File: src/rtl/gnpr_ram.sv
// ----------------------------------------------------------------------------
// gnpr_ram
// Simple dual-port RAM with one write port and one registered read port.
// ----------------------------------------------------------------------------
module gnpr_ram #(
  parameter int WIDTH = 8,
  parameter int DEPTH = 16,
  parameter int AW    = $clog2(DEPTH)
) (
  input  logic             clk,
  input  logic             we,
  input  logic [AW-1:0]    waddr,
  input  logic [WIDTH-1:0] wdata,
  input  logic [AW-1:0]    raddr,
  output logic [WIDTH-1:0] rdata
);

  logic [WIDTH-1:0] mem [DEPTH];
  logic [WIDTH-1:0] rdata_r;

  always_ff @(posedge clk) begin
    if (we) begin
      mem[waddr] <= wdata;
    end
  end

  always_ff @(posedge clk) begin
    rdata_r <= mem[raddr];
  end

  assign rdata = rdata_r;

endmodule

File: config.mk
export PLATFORM = sky130hd
export DESIGN_NAME = gnpr_ram
export DESIGN_NICKNAME = d
export VERILOG_FILES = /design/src/rtl/gnpr_ram.sv
export SDC_FILE = /design/constraint.sdc
export NUM_CORES = 1
export LEC_CHECK = 0
export BUFFER_PORTS_ARGS = -buffer_cell sky130_fd_sc_hd__buf_4
export CAP_MARGIN = 20
export CORE_MARGIN = 1
export CORE_UTILIZATION = 54
export CTS_BUF_LIST = sky130_fd_sc_hd__clkbuf_4 sky130_fd_sc_hd__clkbuf_8 sky130_fd_sc_hd__clkbuf_16
export CTS_CLUSTER_SIZE = 14
export DETAILED_ROUTE_END_ITERATION = 8
export HOLD_SLACK_MARGIN = 0.06
export PLACE_DENSITY_LB_ADDON = 0.05
export SETUP_SLACK_MARGIN = 0.02
export SYNTH_ARGS = -nofsm -noshare
export SYNTH_HDL_FRONTEND = slang
export SYNTH_SLANG_ARGS = --single-unit
File: constraint.sdc
create_clock -name clk -period 1.7 [get_ports clk]
set_input_delay 0.34 -clock clk [delete_from_list [all_inputs] [get_ports clk]]
set_output_delay 0.34 -clock clk [all_outputs]
set_load 0.02 [all_outputs]
==> impl_results.html <==
<table>
<tr><th>Metric</th><th>Value</th></tr>
<tr><th colspan="2">Run status</th></tr>
<tr><td>Status</td><td>complete, no violations</td></tr>
<tr><th colspan="2">Yosys</th></tr>
<tr><td>Adder-cell share of the synthesized area</td><td>0%</td></tr>
<tr><td>Combinational family with the most area after synthesis</td><td>multiplexers</td></tr>
<tr><td>Synthesized area divided by synthesized cell count</td><td>between 20 and 25 um2</td></tr>
<tr><td>Compound-gate portion of the synthesized area</td><td>~2.3%</td></tr>
<tr><td>Area share of and/or/nand/nor cells after synthesis</td><td>under 10%</td></tr>
<tr><td>Fraction of synthesized cell area in xor and xnor cells</td><td>0%</td></tr>
<tr><td>Multiplexer area fraction after synthesis</td><td>between 10% and 20%</td></tr>
<tr><td>Post-Synthesis Net Count</td><td>roughly 250</td></tr>
<tr><td>Post-synthesis instance area</td><td>a little over 5000 um2</td></tr>
<tr><td>Yosys cell types</td><td>19</td></tr>
<tr><td>Yosys warnings</td><td>0</td></tr>
<tr><td>Sequential share of the synthesized area</td><td>approximately 80%</td></tr>
<tr><td>Yosys reg bits</td><td>136</td></tr>
<tr><td>Synthesized instance count</td><td>about 230</td></tr>
<tr><th colspan="2">Worst setup path</th></tr>
<tr><td>Cell-by-cell listing of the critical path</td><td>buf_4</td></tr>
<tr><td>Critical path endpoint category</td><td>primary output</td></tr>
<tr><td>Req. time, crit path</td><td>1360 ps</td></tr>
<tr><td>Max stage delay on crit path</td><td>400 ps</td></tr>
<tr><td>Max stage delay cell, worst path</td><td>sky130_fd_sc_hd__dfxtp_1</td></tr>
<tr><td>Type of the setup path with the least slack</td><td>reg2out</td></tr>
<tr><td>Arrival time of data at the critical path endpoint</td><td>between 1000 and 1500 ps</td></tr>
<tr><td>Family with the most delay on the worst path</td><td>flip-flops</td></tr>
<tr><td>Critical path launch point type</td><td>flop</td></tr>
<tr><td>Buf+Inv Stages, Crit Path</td><td>1</td></tr>
<tr><td>Worst Path Max Fanout</td><td>1</td></tr>
<tr><th colspan="2">CTS</th></tr>
<tr><td>Number of buffers added for setup after CTS</td><td>0</td></tr>
<tr><td>Sink count of the clock tree</td><td>~140</td></tr>
<tr><td>CTS H-tree lvls</td><td>4</td></tr>
<tr><td>Clock-pin slew on the worst setup and hold paths</td><td>around 60 ps</td></tr>
<tr><td>Post-CTS Resized</td><td>0</td></tr>
<tr><td>Root buf cell</td><td>sky130_fd_sc_hd__clkbuf_8</td></tr>
<tr><td>CTS Buf Count</td><td>17</td></tr>
<tr><td>CTS hold repair buffers</td><td>0</td></tr>
<tr><td>Bufs on Longest Clock Path</td><td>2</td></tr>
<tr><td>Clk_lat worst skew</td><td>520 ps</td></tr>
<tr><td>TritonCTS clock tree</td><td>built</td></tr>
<tr><th colspan="2">Place</th></tr>
<tr><td>Post-placement setup slack</td><td>-81.9 ps</td></tr>
<tr><td>Placed wire-length estimate after detailed placement</td><td>between 6 and 7 mm</td></tr>
<tr><td>Port bufs</td><td>25</td></tr>
<tr><td>Final Wtd Congestion</td><td>between 0.8 and 0.9</td></tr>
<tr><th colspan="2">Detailed routing</th></tr>
<tr><td>Total via count after detailed routing</td><td>2526</td></tr>
<tr><td>Drt first-iter violations</td><td>between 100 and 150</td></tr>
<tr><td>Residual DRC count</td><td>0</td></tr>
<tr><td>Drt pass-1 iters</td><td>4</td></tr>
<tr><td>Detail-routed net length per standard cell</td><td>approximately 23 um</td></tr>
<tr><td>Number of routed nets with antenna violations</td><td>0</td></tr>
<tr><td>Via density per instance</td><td>~5.8</td></tr>
<tr><td>Overall routed net length</td><td>a little over 10 mm</td></tr>
<tr><th colspan="2">Job</th></tr>
<tr><td>Number of violations of the max-capacitance limit</td><td>0</td></tr>
<tr><th colspan="2">STA</th></tr>
<tr><td>Setup repair after global routing missed its margin</td><td>no</td></tr>
<tr><td>Worst setup slack after layout</td><td>~280 ps</td></tr>
<tr><td>Worst-margin pin slew</td><td>803 ps</td></tr>
<tr><td>Normalized max-slew margin</td><td>about 46%</td></tr>
<tr><td>Sum of negative setup slack</td><td>0 ps</td></tr>
<tr><td>Setup violations, final</td><td>0</td></tr>
<tr><td>Final worst clock skew</td><td>13.3 ps</td></tr>
<tr><td>Total count of max-transition violations in the final report</td><td>0</td></tr>
<tr><td>Final Critical Period</td><td>between 1000 and 1500 ps</td></tr>
<tr><td>Achievable frequency</td><td>approximately 0.7 GHz</td></tr>
<tr><td>Final Hold Violating Endpoints</td><td>0</td></tr>
<tr><td>Period utilization</td><td>a little over four fifths</td></tr>
<tr><th colspan="2">Final layout</th></tr>
<tr><td>Fillers</td><td>a little under 600</td></tr>
<tr><td>Number of nets in the final layout</td><td>~310</td></tr>
<tr><td>Synthesis-to-finish area growth</td><td>23.6%</td></tr>
<tr><td>Utilization after layout</td><td>about 69%</td></tr>
<tr><td>Number of diodes added for antenna fixing</td><td>0</td></tr>
<tr><td>Proportion of layout cells with a drive suffix above 1</td><td>35.2%</td></tr>
<tr><th colspan="2">Global routing</th></tr>
<tr><td>Wire length of the first global-routing pass</td><td>roughly 15 mm</td></tr>
<tr><td>Via count of the first global-routing pass</td><td>about 2600</td></tr>
<tr><td>Total grt overflow</td><td>0</td></tr>
<tr><td>Maximum number of pins on one net before global-route repair</td><td>18</td></tr>
<tr><td>Initial antenna violation count</td><td>0</td></tr>
<tr><td>Overall fraction of global-route tracks in use</td><td>between 20% and 30%</td></tr>
<tr><th colspan="2">Floorplan</th></tr>
<tr><td>Die area</td><td>a little under 10000 um2</td></tr>
<tr><td>Count of pins on the block boundary</td><td>26</td></tr>
<tr><td>Area of the core region</td><td>9240 um2</td></tr>
<tr><td>Initial cell density of the core</td><td>a little under three fifths</td></tr>
<tr><td>Die span in x</td><td>99.6 um</td></tr>
<tr><td>Total number of placement rows</td><td>35</td></tr>
<tr><td>Die height</td><td>around 100 um</td></tr>
<tr><th colspan="2">Power and ir drop</th></tr>
<tr><td>Peak supply drop</td><td>between 500 and 600 uV</td></tr>
<tr><td>Leakage power</td><td>about 2.2 nW</td></tr>
<tr><td>P per Cell Area</td><td>approximately 1300 nW/um2</td></tr>
<tr><th colspan="2">Hold path</th></tr>
<tr><td>Class of the worst hold path</td><td>in2reg</td></tr>
</table>
## final cells by class
class | count | area [um2] | area share [%]
Timing Repair Buffer | 57 | 478 | 7.51
Clock inverter | 12 | 226 | 3.56
Clock buffer | 19 | 429 | 6.75
Tap cell | 129 | 161 | 2.54
Sequential cell | 136 | 4000 | 62.9
Multi-Input combinational cell | 83 | 1060 | 16.7
## power breakdown
| group | total [mW] | switching, mW | internal (mW) |
|---|---|---|---|
| combinational | 0.418 | 0.226 | 0.192 |
| clock | 4.00 | 1.30 | 2.70 |
| sequential | 3.78 | 0.0264 | 3.75 |
## cell usage in the layout, fill, tap and decap left out, types with 3 or more instances in the layout
master / n
sky130_fd_sc_hd__mux4_2: 18
sky130_fd_sc_hd__nor3_1: 3
sky130_fd_sc_hd__a22oi_1: 16
sky130_fd_sc_hd__clkbuf_16: 16
sky130_fd_sc_hd__buf_4: 53
sky130_fd_sc_hd__mux4_1: 14
sky130_fd_sc_hd__edfxtp_1: 128
sky130_fd_sc_hd__nor2_1: 13
sky130_fd_sc_hd__buf_12: 4
sky130_fd_sc_hd__bufinv_16: 6
sky130_fd_sc_hd__clkinv_4: 3
sky130_fd_sc_hd__nand2_1: 9
sky130_fd_sc_hd__dfxtp_1: 8
## registers in the layout, indices dropped and copies added, names as in the netlist
name	flops
mem	128
rdata	8
## Yosys cell counts
library cell,n,area [um2]
sky130_fd_sc_hd__edfxtp_1,128,3840
sky130_fd_sc_hd__mux4_2,18,405
sky130_fd_sc_hd__a22oi_1,16,120
sky130_fd_sc_hd__mux4_1,14,368
sky130_fd_sc_hd__nor2_1,13,48.8
sky130_fd_sc_hd__nand2_1,9,33.8
sky130_fd_sc_hd__dfxtp_1,8,160
sky130_fd_sc_hd__nor3_1,4,20.0
sky130_fd_sc_hd__buf_2,3,15.0
sky130_fd_sc_hd__buf_6,3,33.8
sky130_fd_sc_hd__clkdlybuf4s25_2,3,30.0
sky130_fd_sc_hd__nand2b_1,2,12.5
sky130_fd_sc_hd__nand3b_1,2,15.0
sky130_fd_sc_hd__and2_1,1,6.26
sky130_fd_sc_hd__and2b_1,1,7.51
sky130_fd_sc_hd__buf_4,1,7.51
sky130_fd_sc_hd__nand3_1,1,5.00
sky130_fd_sc_hd__nor2b_1,1,6.26
sky130_fd_sc_hd__or3b_2,1,8.76
## path summary, 6_finish.rpt
path,cells after the start,to,slack (ps),start
setup / recovery,1,rdata[7],280,rdata[7]$_DFF_P_
hold / removal,1,mem[5][2]$_DFFE_PP_,130,wdata[2]
setup reg to reg,3,rdata[4]$_DFF_P_,300,mem[9][4]$_DFFE_PP_
hold reg to reg,3,rdata[1]$_DFF_P_,680,mem[8][1]$_DFFE_PP_
## logic make-up after synthesis
kind of cell | count (synthesis)
AOI/OAI and AO/OA | 16
and+or+nand+nor | 35
DFF | 136
buffers and inverters | 10
muxes | 32
## per-stage QoR
step                      cell area (um2)  cells  total power [mW]  hold slack (ps)
after global placement               5710    405              4.26              648
after global routing                 6360    436              8.43              122
after CTS                            6360    436              8.27              113
after detailed placement             5710    405              4.27              659
after floorplan                      5150    229              4.05              439
final                                6360    436              8.20              132
## metal layers
layer	GRT usage [%]	up-vias	wire length (um)
met5	0	-	0
met4	9.05	0	182
met3	6.11	16	805
met2	33.5	107	4740
met1	33.2	1292	4350
li1	-	1111	-
Note: power is estimated with default switching activity, not from simulation.
