File: config.mk
export PLATFORM = sky130hd
export DESIGN_NAME = gnpr_bin
export DESIGN_NICKNAME = d
export VERILOG_FILES = /design/src/rtl/gnpr_pkg.sv /design/src/rtl/gnpr_bin.sv
export SDC_FILE = /design/constraint.sdc
export NUM_CORES = 1
export LEC_CHECK = 0
export BUFFER_PORTS_ARGS = -buffer_cell sky130_fd_sc_hd__buf_2
export CAP_MARGIN = 0
export CORE_MARGIN = 2
export CORE_UTILIZATION = 61
export CTS_BUF_LIST = sky130_fd_sc_hd__clkbuf_16
export CTS_CLUSTER_SIZE = 24
export DETAILED_ROUTE_END_ITERATION = 10
export PLACE_DENSITY = 0.83
export RECOVER_POWER = 50
export SYNTH_ARGS = -nofsm -noshare
export SYNTH_HDL_FRONTEND = slang
export SYNTH_SLANG_ARGS = --single-unit
File: constraint.sdc
create_clock -name clk -period 8.4 [get_ports clk]
set_clock_uncertainty 0.05 [all_clocks]
set_input_delay 1.68 -clock clk [delete_from_list [all_inputs] [get_ports clk]]
set_output_delay 1.68 -clock clk [all_outputs]
set_load 0.03 [all_outputs]
File: src/rtl/gnpr_pkg.sv
// ----------------------------------------------------------------------------
// gnpr_pkg
// Shared constants, request codes and types of the nearest-point height raster.
// ----------------------------------------------------------------------------
package gnpr_pkg;

  localparam int MAX_COLS = 64;
  localparam int MAX_ROWS = 64;
  localparam int COL_W    = $clog2(MAX_COLS);
  localparam int ROW_W    = $clog2(MAX_ROWS);
  localparam int CELL_AW  = COL_W + ROW_W;
  localparam int NCELLS   = MAX_COLS * MAX_ROWS;
  localparam int QBITS    = ((COL_W > ROW_W) ? COL_W : ROW_W) + 1;
  localparam int POS_W    = QBITS - 1;
  localparam int GRID_W   = 7;
  localparam int OFF_W    = 31;
  localparam int SQ_W     = 2 * OFF_W - 2;
  localparam int DIST_W   = SQ_W + 1;
  localparam int CFG_IDX_W = 3;

  localparam logic [1:0] REQ_CLEAR  = 2'd0;
  localparam logic [1:0] REQ_INSERT = 2'd1;
  localparam logic [1:0] REQ_QUERY  = 2'd2;
  localparam logic [1:0] REQ_NOP    = 2'd3;

  localparam logic [CFG_IDX_W-1:0] CFG_ORIGIN_X  = 3'd0;
  localparam logic [CFG_IDX_W-1:0] CFG_ORIGIN_Z  = 3'd1;
  localparam logic [CFG_IDX_W-1:0] CFG_STEP_X    = 3'd2;
  localparam logic [CFG_IDX_W-1:0] CFG_STEP_Z    = 3'd3;
  localparam logic [CFG_IDX_W-1:0] CFG_GRID_COLS = 3'd4;
  localparam logic [CFG_IDX_W-1:0] CFG_GRID_ROWS = 3'd5;

  typedef struct packed {
    logic [1:0]        req_type;
    logic signed [31:0] point_x;
    logic signed [31:0] point_height;
    logic signed [31:0] point_z;
    logic [5:0]        query_col;
    logic [5:0]        query_row;
  } in_req_t;

  typedef struct packed {
    logic signed [31:0] cell_height;
    logic              height_found;
    logic              filled_by_search;
  } out_res_t;

  typedef struct packed {
    logic              valid;
    logic [DIST_W-1:0] best_dist;
    logic [31:0]       height;
  } cell_t;

  typedef struct packed {
    logic                    ok;
    logic [QBITS-1:0]        idx;
    logic signed [OFF_W-1:0] off;
  } bin_res_t;

  typedef enum logic [4:0] {
    ST_INIT, ST_IDLE, ST_BIN, ST_MUL, ST_ADD, ST_UPD,
    ST_Q_RD, ST_Q_CHK, ST_SCAN_RD, ST_SCAN_CHK,
    ST_BFS_INIT, ST_POP, ST_POP_WAIT, ST_CUR_CHK, ST_NB_SEL, ST_NB_CHK,
    ST_CLN_RD, ST_CLN_WR, ST_DONE
  } state_t;

  typedef enum logic [1:0] {
    DIR_RIGHT, DIR_LEFT, DIR_UP, DIR_DOWN
  } scan_dir_t;

endpackage

File: src/rtl/gnpr_bin.sv
// ----------------------------------------------------------------------------
// gnpr_bin
// Bins one coordinate: floor((2d + s) / 2s) by restoring division, one
// quotient bit per cycle, plus the signed offset from the cell center.
// ----------------------------------------------------------------------------
module gnpr_bin (
  input  logic                  clk,
  input  logic                  rst_n,
  input  logic                  start,
  input  logic signed [31:0]    coord,
  input  logic signed [31:0]    origin,
  input  logic [30:0]           step,
  input  logic [gnpr_pkg::GRID_W-1:0] limit,
  output logic                  done,
  output gnpr_pkg::bin_res_t    res
);

  localparam int XW  = 33 + gnpr_pkg::QBITS;
  localparam int CW  = $clog2(gnpr_pkg::QBITS);

  logic signed [32:0] d;
  logic [30:0]        s;
  logic signed [34:0] num;
  logic [XW-1:0]      div_full;
  logic [XW-1:0]      shifted;

  logic                     busy_r;
  logic                     done_r;
  logic [CW-1:0]            cnt_r;
  logic [XW-1:0]            rem_r;
  logic [31:0]              div_r;
  logic [30:0]              s_r;
  logic                     bad_r;
  logic [gnpr_pkg::QBITS-1:0] q_r;
  logic signed [32:0]       diff;

  assign d        = {coord[31], coord} - {origin[31], origin};
  assign s        = (step == '0) ? 31'd1 : step;
  assign num      = ({{2{d[32]}}, d} <<< 1) + $signed({4'b0, s});
  assign div_full = XW'({s, 1'b0}) << gnpr_pkg::QBITS;
  assign shifted  = XW'(div_r) << cnt_r;

  always_ff @(posedge clk) begin
    if (!rst_n) begin
      busy_r <= 1'b0;
      done_r <= 1'b0;
      cnt_r  <= '0;
    end else begin
      done_r <= 1'b0;
      if (start) begin
        busy_r <= 1'b1;
        cnt_r  <= CW'(gnpr_pkg::QBITS - 1);
      end else if (busy_r) begin
        if (cnt_r == '0) begin
          busy_r <= 1'b0;
          done_r <= 1'b1;
        end else begin
          cnt_r <= cnt_r - 1'b1;
        end
      end
    end
  end

  always_ff @(posedge clk) begin
    if (start) begin
      rem_r <= num[34] ? '0 : XW'(num[33:0]);
      bad_r <= num[34] || (XW'(num[33:0]) >= div_full);
      div_r <= {s, 1'b0};
      s_r   <= s;
      q_r   <= '0;
    end else if (busy_r) begin
      if (rem_r >= shifted) begin
        rem_r      <= rem_r - shifted;
        q_r[cnt_r] <= 1'b1;
      end
    end
  end

  assign diff     = $signed({1'b0, rem_r[31:0]}) - $signed({2'b0, s_r});
  assign done     = done_r;
  assign res.ok   = !bad_r && (q_r < limit);
  assign res.idx  = q_r;
  assign res.off  = diff[31:1];

endmodule
==> summary.md <==
| Metric | Value |
|---|---|
| Initial core utilization | between 60% and 70% |
| Post-synth top cells | ha_1 (165), inv_1 (141), a21oi_1 (138) |
| Nets | around 1900 |
| Vias per cell | roughly 6.3 |
| Post-synth EDFFs | 72 |
| R2R depth | 13 |
| Fin crit share | between 80% and 90% |
| Routability Congestion | 1.01 |
| Vias | approximately 12000 |
| Worst skew pair latency | approximately 0.35 ns |
| Most common cell in the netlist | ha_1 |
| Worst-path fanout max | 6 |
| Die span in x | 147 µm |
| Asr flop ratio synth | 0% |
| Prevailing post-synth register cell | edfxtp_1 |
| Yosys reg bits | between 80 and 90 |
| Switching Share | 52.0% |
| Hold_ws | about 0.44 ns |
| Fin crit period | between 7 and 8 ns |
| Synthesis Warnings | 0 |
| Mean Syn Cell Area | approximately 8.2 µm² |
| Post-synth top area share | between 10% and 20% |
| Initial DRC count | around 1100 |
| # Max-Cap Violations | 2 |
| Mux share of post-synthesis cell area | roughly 6.8% |
| Setup bufs post-CTS | 0 |
| Drt pass-1 iters | 5 |
| Layout Utilization | between 60% and 70% |
| Core area | between 20000 and 25000 µm² |
| Post-synthesis sequential area ratio | a little under 20% |
| Max-slew violations | around 120 |
| IO Port Bufs | 144 |
| Gate Count Post-Synth | 1519 |
| DRC errors left | 0 |
| Layout cell share with drive strength beyond 1 | 10.6% |
| CP Launch Type | primary input |
| GRT Overall Usage | 31.5% |
| Adder-Cell Fraction of Synth Area | ~17% |
| Setup TNS | 0 ns |
| Pleak | roughly 0.0063 µW |
| Final ANT Viol Nets | 0 |
| Largest net degree at the start of global routing | 93 |
| CTS tree | yes |
| Post-CTS resize count | 0 |
| Area of the multi-input gates | a little over 9000 µm² |
| CTS Sinks | 84 |
| DRT Wirelength | approximately 34000 µm |
| Crit path kind | in2reg |
| IO Pins | ~150 |
| Violated checks | capacitance limit, slew limit |
| Overall die height | 147 µm |
| Vias in the first global route | 11200 |
| Worst hold path class | reg2reg |
| Post-Layout Inst Area | between 10000 and 15000 µm² |
| Htree depth | 3 |
| CP endpoint kind | flip-flop |
| Crit path arrival time | ~7.2 ns |
| Yosys cell types | roughly 90 |
| Final-report setup violation count | 0 |
| Ant diodes | 0 |
| Initial antenna violation count | 0 |
| Synthesized cell area | between 10000 and 15000 µm² |
| Main combinational cell family by area after synthesis | compound AO/OA/AOI/OAI gates |
| CTS Buf Count | 9 |
| WP data required | roughly 8.5 ns |
| Fmax | between 0.1 and 0.15 GHz |
| Peak VDD IR | 0.132 mV |
| Max_slew headroom | -186% |
| Area contributors post-synth | edfxtp_1 (17%), ha_1 (17%), a21oi_1 (5.6%) |
| CTS clock-pin slew for the worst setup and hold paths | ~0.070 ns |
| PD cells | about 340 nW/µm² |
| Post-synthesis compound-gate area fraction | a little over a quarter |
| Sequential Power Share | around 16% |
| Die area | approximately 22000 µm² |
| Fillcell total | between 1500 and 2000 |
| Clock share of power | under 10% |
| CTS Root Buffer Type | clkbuf_16 |
| Simple-gate area share of the yosys netlist | 16.4% |
| Hold-critical path depth | 1 |
| Cell taking the most area after synthesis | edfxtp_1 |
| Synth Net Count | about 1800 |
| Gr ovfl total | 0 |
| Internal power | 2170 µW |
| Final Hold Fails | 0 |
| Area overhead of the layout relative to synthesis | 8.34% |
| Sw Pwr | 2350 µW |
| Global-route wire length before repair | between 50000 and 60000 µm |
| Combinational Power Share | between 70% and 80% |
| Maximum buffer depth of the clock tree | 2 |
| Worst slew pin tran | around 4.3 ns |
| Post-CTS Hold Fix Bufs | 0 |
| Reg area | around 2400 µm² |
| Drt wl/cell | about 18 µm |
| Placement-stage cell area | 13200 µm² |
| RSZ-0062 raised after global routing | false |
| DP HPWL | 27400 µm |
| Outcome | complete, but fails checks |
| Post-Synth XOR/XNOR Area | 7.54% |
| Site Rows | 52 |
-- layer usage --
| layer | wire length, µm | global-route usage (%) | up-vias | share of wire, % |
|---|---|---|---|---|
| li1 | - | - | 5769 | - |
| met1 | 15100 | 43.5 | 5458 | 44 |
| met2 | 15200 | 50.8 | 588 | 44 |
| met3 | 2950 | 3.88 | 80 | 8.6 |
| met4 | 1100 | 12.0 | 0 | 3.2 |
| met5 | 0 | 0 | - | 0 |
-- power by group through the flow --
stage	logic, µW	registers, µW	clock network (µW)
3_3_place_gp	3240	739	0
2_1_floorplan	2600	698	0
5_1_grt	3670	752	433
3_5_place_dp	3300	742	0
6_report	3360	743	419
4_1_cts	3330	734	417
-- layout make-up --
cell class | count | share of cell area [%]
Sequential cell | 84 | 17.9
Tap cell | 270 | 2.51
Clock inverter | 6 | 0.418
Inverter | 141 | 3.93
Clock buffer | 10 | 1.86
Timing Repair Buffer | 151 | 5.18
Multi-Input combinational cell | 1223 | 68.2
-- per-stage QoR --
stage | setup slack, ns | total power, µW | cells
after global placement | 1.21 | 3970 | 1869
after CTS | 1.38 | 4480 | 1885
after detailed placement | 1.04 | 4040 | 1869
final | 1.26 | 4520 | 1885
after floorplan | 1.62 | 3290 | 1519
after global routing | 0.806 | 4850 | 1885
-- state kept, by name, indices dropped and copies added (netlist names) --
signal  flops
s_r        31
cnt_r       3
busy_r      1
done        1
q_r         7
rem_r      40
bad_r       1
-- cell families (layout without fill, tap and decap cells) --
| logic type | after synthesis | after routing |
|---|---|---|
| AND/OR/NAND/NOR | 412 | 412 |
| multiplexers | 62 | 62 |
| XOR/XNOR | 107 | 107 |
| buffers and inverters | 212 | 308 |
| AO/OA/AOI/OAI | 474 | 474 |
| flip-flops | 84 | 84 |
| adder cells (fa/ha/maj) | 168 | 168 |
-- worst paths after layout --
kind            start       end  slack (ns)
min reg2reg    q_r[0]    q_r[0]        0.44
max reg2reg  cnt_r[2]  rem_r[9]        1.60
min            q_r[0]    q_r[0]        0.44
max          coord[8]     bad_r        1.26
-- worst max-delay path: stages --
cell and delay (ns):
buf_2 0.10, ha_1 0.34, a21oi_1 0.22, o21ai_1 0.12, a311oi_1 0.51, a211oi_2 0.22
o31ai_1 0.31, a21boi_0 0.17, nor2_1 0.14, xnor2_1 0.08, ha_1 0.38, and3_1 0.28
nand2_1 0.09, or2_2 0.29, o21a_1 0.21, xnor2_1 0.28, ha_1 0.32, a21o_1 0.16
a21o_1 0.17, a21oi_1 0.14, nor2b_1 0.07, o21ai_0 0.19, nand2b_1 0.09, a221o_1 0.35
a211o_1 0.29
-- cell usage in the layout, fill, tap and decap left out, types with 55 or more instances in the layout --
| master | n |
|---|---|
| a21o_1 | 62 |
| edfxtp_1 | 72 |
| buf_2 | 92 |
| clkbuf_1 | 55 |
| o21ai_0 | 59 |
| inv_1 | 141 |
| nand2_1 | 124 |
| nor2_1 | 84 |
| a21oi_1 | 138 |
| ha_1 | 165 |
| xnor2_1 | 67 |
No activity file was read; power rests on OpenSTA's default activity.
